==> config.mk <==
export PLATFORM = sky130hd
export DESIGN_NAME = skvt_ram
export DESIGN_NICKNAME = d
export VERILOG_FILES = /design/src/hw/rtl/skvt_ram.sv
export SDC_FILE = /design/constraint.sdc
export NUM_CORES = 1
export LEC_CHECK = 0
export BUFFER_PORTS_ARGS = -buffer_cell sky130_fd_sc_hd__buf_2
export CAP_MARGIN = 20
export CORE_MARGIN = 2
export CORE_UTILIZATION = 50
export DETAILED_ROUTE_END_ITERATION = 10
export HOLD_SLACK_MARGIN = 0.15
export PLACE_DENSITY = 0.72
export SLEW_MARGIN = 25
export SYNTH_ARGS = -nofsm -noshare
export SYNTH_HDL_FRONTEND = slang
export SYNTH_SLANG_ARGS = --single-unit
==> constraint.sdc <==
create_clock -name clk -period 5.6 [get_ports clk]
set_clock_uncertainty 0.1 [all_clocks]
set_input_delay 0.56 -clock clk [delete_from_list [all_inputs] [get_ports clk]]
set_output_delay 0.56 -clock clk [all_outputs]
set_load 0.02 [all_outputs]
==> src/hw/rtl/skvt_ram.sv <==
// generic single-write, single-read ram with registered read data
// stand-alone; no package dependency
`default_nettype none
module skvt_ram #(
  parameter int WIDTH  = 8,
  parameter int DEPTH  = 16,
  parameter int ADDR_W = $clog2(DEPTH)
) (
  input  wire logic              clk,
  input  wire logic              we,
  input  wire logic [ADDR_W-1:0] waddr,
  input  wire logic [WIDTH-1:0]  wdata,
  input  wire logic [ADDR_W-1:0] raddr,
  output logic      [WIDTH-1:0]  rdata
);

  logic [WIDTH-1:0] mem [DEPTH];

  always_ff @(posedge clk) begin
    if (we) begin
      mem[waddr] <= wdata;
    end
    rdata <= mem[raddr];
  end

endmodule
`default_nettype wire

==> impl_summary.txt <==
----------------------------------------------------
[Routing]
  DRC violations left ... 0
  Violation count after the first detailed-routing iteration ... between 200 and 250
  Vias per cell ... slightly below 6
  Routed WL per cell ... about 23 µm
  Number of nets still failing antenna checks after routing ... 0
  Detailed-routing iteration count for the pre-antenna-repair pass ... 4
  Total routed wirelength ... 9404 µm
  Overall via count from detail_route ... between 2,000 and 2,500

[Clock tree]
  Insertion delay to the later sink of the worst-skew pair ... approximately 0.52 ns
  Clock tree from TritonCTS ... built
  Number of buffers created by CTS ... 17
  Clock root buffer master ... sky130_fd_sc_hd__clkbuf_8
  Clk buf depth ... 2
  Resize count post-CTS ... 0
  Clock sink count ... ~140
  Hold Buf Count CTS ... 0
  Number of H-tree branching levels ... 4
  Buffers inserted during post-CTS setup optimization ... 0
  Register clock-pin slew on the reported worst setup and hold paths ... roughly 0.06 ns

[Critical path]
  WP data arrival ... approximately 2.2 ns
  Buffers plus inverters on the worst setup path ... 2
  R2R depth ... 3
  Worst R2R Start ... mem[1][3]$_DFFE_PP_
  Standard cell with the maximum stage delay on the critical path ... sky130_fd_sc_hd__mux4_1
  Worst path required time ... approximately 5.9 ns
  Category of the worst setup path capture point ... flop
  Startpoint type of the worst setup path ... primary input
  Worst path top cell family by delay ... buffers and inverters
  Biggest fanout along the worst timing path ... 17
  WS Path Type ... primary input to flop
  List of cells traversed by the critical path ... buf_2, buf_12, mux4_1, a22oi_1, nand2_1
  R2r setup slk ... 4.13 ns
  Biggest cell delay along the critical path ... ~0.60 ns
  Worst r2r dst ... rdata[3]$_DFF_P_

[Run status]
  Status ... complete, no violations

[Floorplanning]
  Number of rows in the core area ... 37
  Die area ... 11,120 µm²
  Starting Density ... 0.5077
  I/O pin total ... 26
  Placeable core area ... between 10,000 and 15,000 µm²
  Floorplan die height ... ~110 µm
  Overall die width ... 105.5 µm

[Flow run]
  Max-Cap Viols ... 0

[Timing]
  Total count of hold-check failures in the final report ... 0
  Max-slew violation count ... 0
  Transition time of the tightest slew-check pin ... around 0.94 ns
  Unrepaired setup endpoints after global routing ... false
  Final-layout worst hold slack ... between 0.3 and 0.4 ns
  Count of endpoints failing setup in the final report ... 0
  Max transition margin ... 0.3728
  F_max ... ~0.52 GHz
  Post-route fraction of the period consumed by the critical path ... 0.3432
  Minimum setup slack in the final design ... between 3 and 4 ns
  Sum Neg Setup Slack ... 0 ns
  Time the final worst path needs with I/O delays and setup ... 1.922 ns

[Layout]
  Ant. Diodes ... 0
  Count of filler cells inserted in the layout ... 720
  Share of cells above drive strength 1 ... 0.2688
  Share of the core filled with cells ... 0.5855
  Final Instance Area ... 5936 µm²
  Area delta synth->final ... 15.31%
  Multi-input logic area ... 1067 µm²
  Top library cells by usage in the layout, fill and taps aside ... sky130_fd_sc_hd__edfxtp_1 (128), sky130_fd_sc_hd__buf_2 (25), sky130_fd_sc_hd__mux4_2 (18), sky130_fd_sc_hd__a22oi_1 (16), sky130_fd_sc_hd__clkbuf_16 (16)
  Area used by sequential logic in the layout ... about 4000 µm²
  Layout net count ... roughly 280
  Most common cell after layout, fill and taps aside ... sky130_fd_sc_hd__edfxtp_1

[Global routing]
  Global-route wire length before repair ... about 14,000 µm
  Total overflow reported by the global router ... 0
  Global-route usage over all layers ... 0.1845
  Pin count of the biggest net entering global routing ... 33
  Antenna violations before repair ... 0
  Number of global-route vias before repair ... around 2,400

[Placement]
  RePlAce Congestion ... 0.7552
  Placed inst area ... between 5000 and 6000 µm²
  Post-DP HPWL ... roughly 5800 µm
  Pre-CTS setup slack ... approximately 3.1 ns
  I/O Buffers ... 25

[Power]
  Static leakage power ... 1.981 nW
  Worst supply voltage drop on vdd ... 0.0001596 V
  Power per standard cell area ... 379.6 nW/µm²

[Worst hold path]
  Worst Hold Depth ... 1
  Path type of the worst min-delay path ... primary input to flop
  Sink of the worst hold path ... mem[2][7]$_DFFE_PP_
  Hold Startpoint ... wdata[7]

[Logic synthesis]
  Avg Inst Size Synth ... ~22 µm²
  Flops & latches, synth ... 136
  Register area share after synthesis ... 0.7778
  Total nets after synthesis ... between 200 and 250
  Netlist cell types ... 19
  Post-Synthesis Cell Area ... about 5100 µm²
  Synth Instances ... approximately 230
  Warnings from Yosys ... 0

----------------------------------------------------
==> registers in the layout, summed over array words and instances, names as in the netlist <==
signal	cells
rdata	8
mem	128
==> cell type report <==
| class | count | area share |
|---|---|---|
| tap | 136 | 0.02867 |
| clock buffer | 20 | 0.07167 |
| clock inverter | 12 | 0.01834 |
| timing repair buffer | 28 | 0.02698 |
| multi-input combinational | 83 | 0.1798 |
| sequential | 136 | 0.6745 |
==> layer usage <==
layer  routed length, µm  part of all wire  up-vias  track usage
met3                 631             0.067       20      0.05318
met1                3953              0.42     1232       0.2557
li1                    -                 -     1049            -
met5                   0                 0        -            0
met2                4661              0.50      100       0.2797
met4                 157             0.017        0      0.07238
==> power breakdown <==
part	internal, mW	leakage [nW]	switching [mW]
clock network	0.622	0.264	0.379
logic	0.0422	0.493	0.0639
registers	1.14	1.22	0.00697
==> kinds of logic after synthesis <==
group,after synthesis,share of synthesized area
flip-flops,136,0.7778
AND/OR/NAND/NOR,35,0.03184
multiplexers,32,0.1502
AO/OA/AOI/OAI,16,0.02334
buffers and inverters,10,0.01677
==> worst max-delay path by stage <==
stage	start	endpoint	slack [ns]	cells after the start
finish	raddr[0]	rdata[3]$_DFF_P_	3.68	5
CTS	raddr[0]	rdata[3]$_DFF_P_	3.66	5
global route	raddr[0]	rdata[3]$_DFF_P_	3.53	5
global placement	raddr[0]	rdata[4]$_DFF_P_	2.93	4
floorplan	waddr[2]	mem[0][0]$_DFFE_PP_	3.45	2
detailed placement	raddr[0]	rdata[3]$_DFF_P_	3.14	5
==> Yosys cell counts <==
| library cell | count | area [µm²] |
|---|---|---|
| sky130_fd_sc_hd__mux4_1 | 14 | 367.9 |
| sky130_fd_sc_hd__nand2_1 | 9 | 33.78 |
| sky130_fd_sc_hd__nand2b_1 | 2 | 12.51 |
| sky130_fd_sc_hd__or3b_2 | 1 | 8.760 |
| sky130_fd_sc_hd__nand3b_1 | 2 | 15.01 |
| sky130_fd_sc_hd__clkdlybuf4s25_2 | 3 | 30.03 |
| sky130_fd_sc_hd__nor2b_1 | 1 | 6.260 |
| sky130_fd_sc_hd__dfxtp_1 | 8 | 160.2 |
| sky130_fd_sc_hd__and2b_1 | 1 | 7.510 |
| sky130_fd_sc_hd__nor3_1 | 4 | 20.02 |
| sky130_fd_sc_hd__edfxtp_1 | 128 | 3844 |
| sky130_fd_sc_hd__mux4_2 | 18 | 405.4 |
| sky130_fd_sc_hd__buf_6 | 3 | 33.78 |
| sky130_fd_sc_hd__buf_4 | 1 | 7.510 |
| sky130_fd_sc_hd__nand3_1 | 1 | 5.000 |
| sky130_fd_sc_hd__and2_1 | 1 | 6.260 |
| sky130_fd_sc_hd__nor2_1 | 13 | 48.80 |
| sky130_fd_sc_hd__a22oi_1 | 16 | 120.1 |
| sky130_fd_sc_hd__buf_2 | 3 | 15.01 |
==> worst reg2reg max path: stages, from the launching register on <==
cell and delay, ns:
sky130_fd_sc_hd__edfxtp_1 0.36, sky130_fd_sc_hd__mux4_1 0.54, sky130_fd_sc_hd__a22oi_1 0.28, sky130_fd_sc_hd__nand2_1 0.08
==> metrics by stage <==
step	cells	power (mW)
floorplan	229	1.230
detailed placement	383	1.274
CTS	415	2.265
global route	415	2.317
finish	415	2.253
global placement	382	1.270
Power figures use the tool's default switching activity.
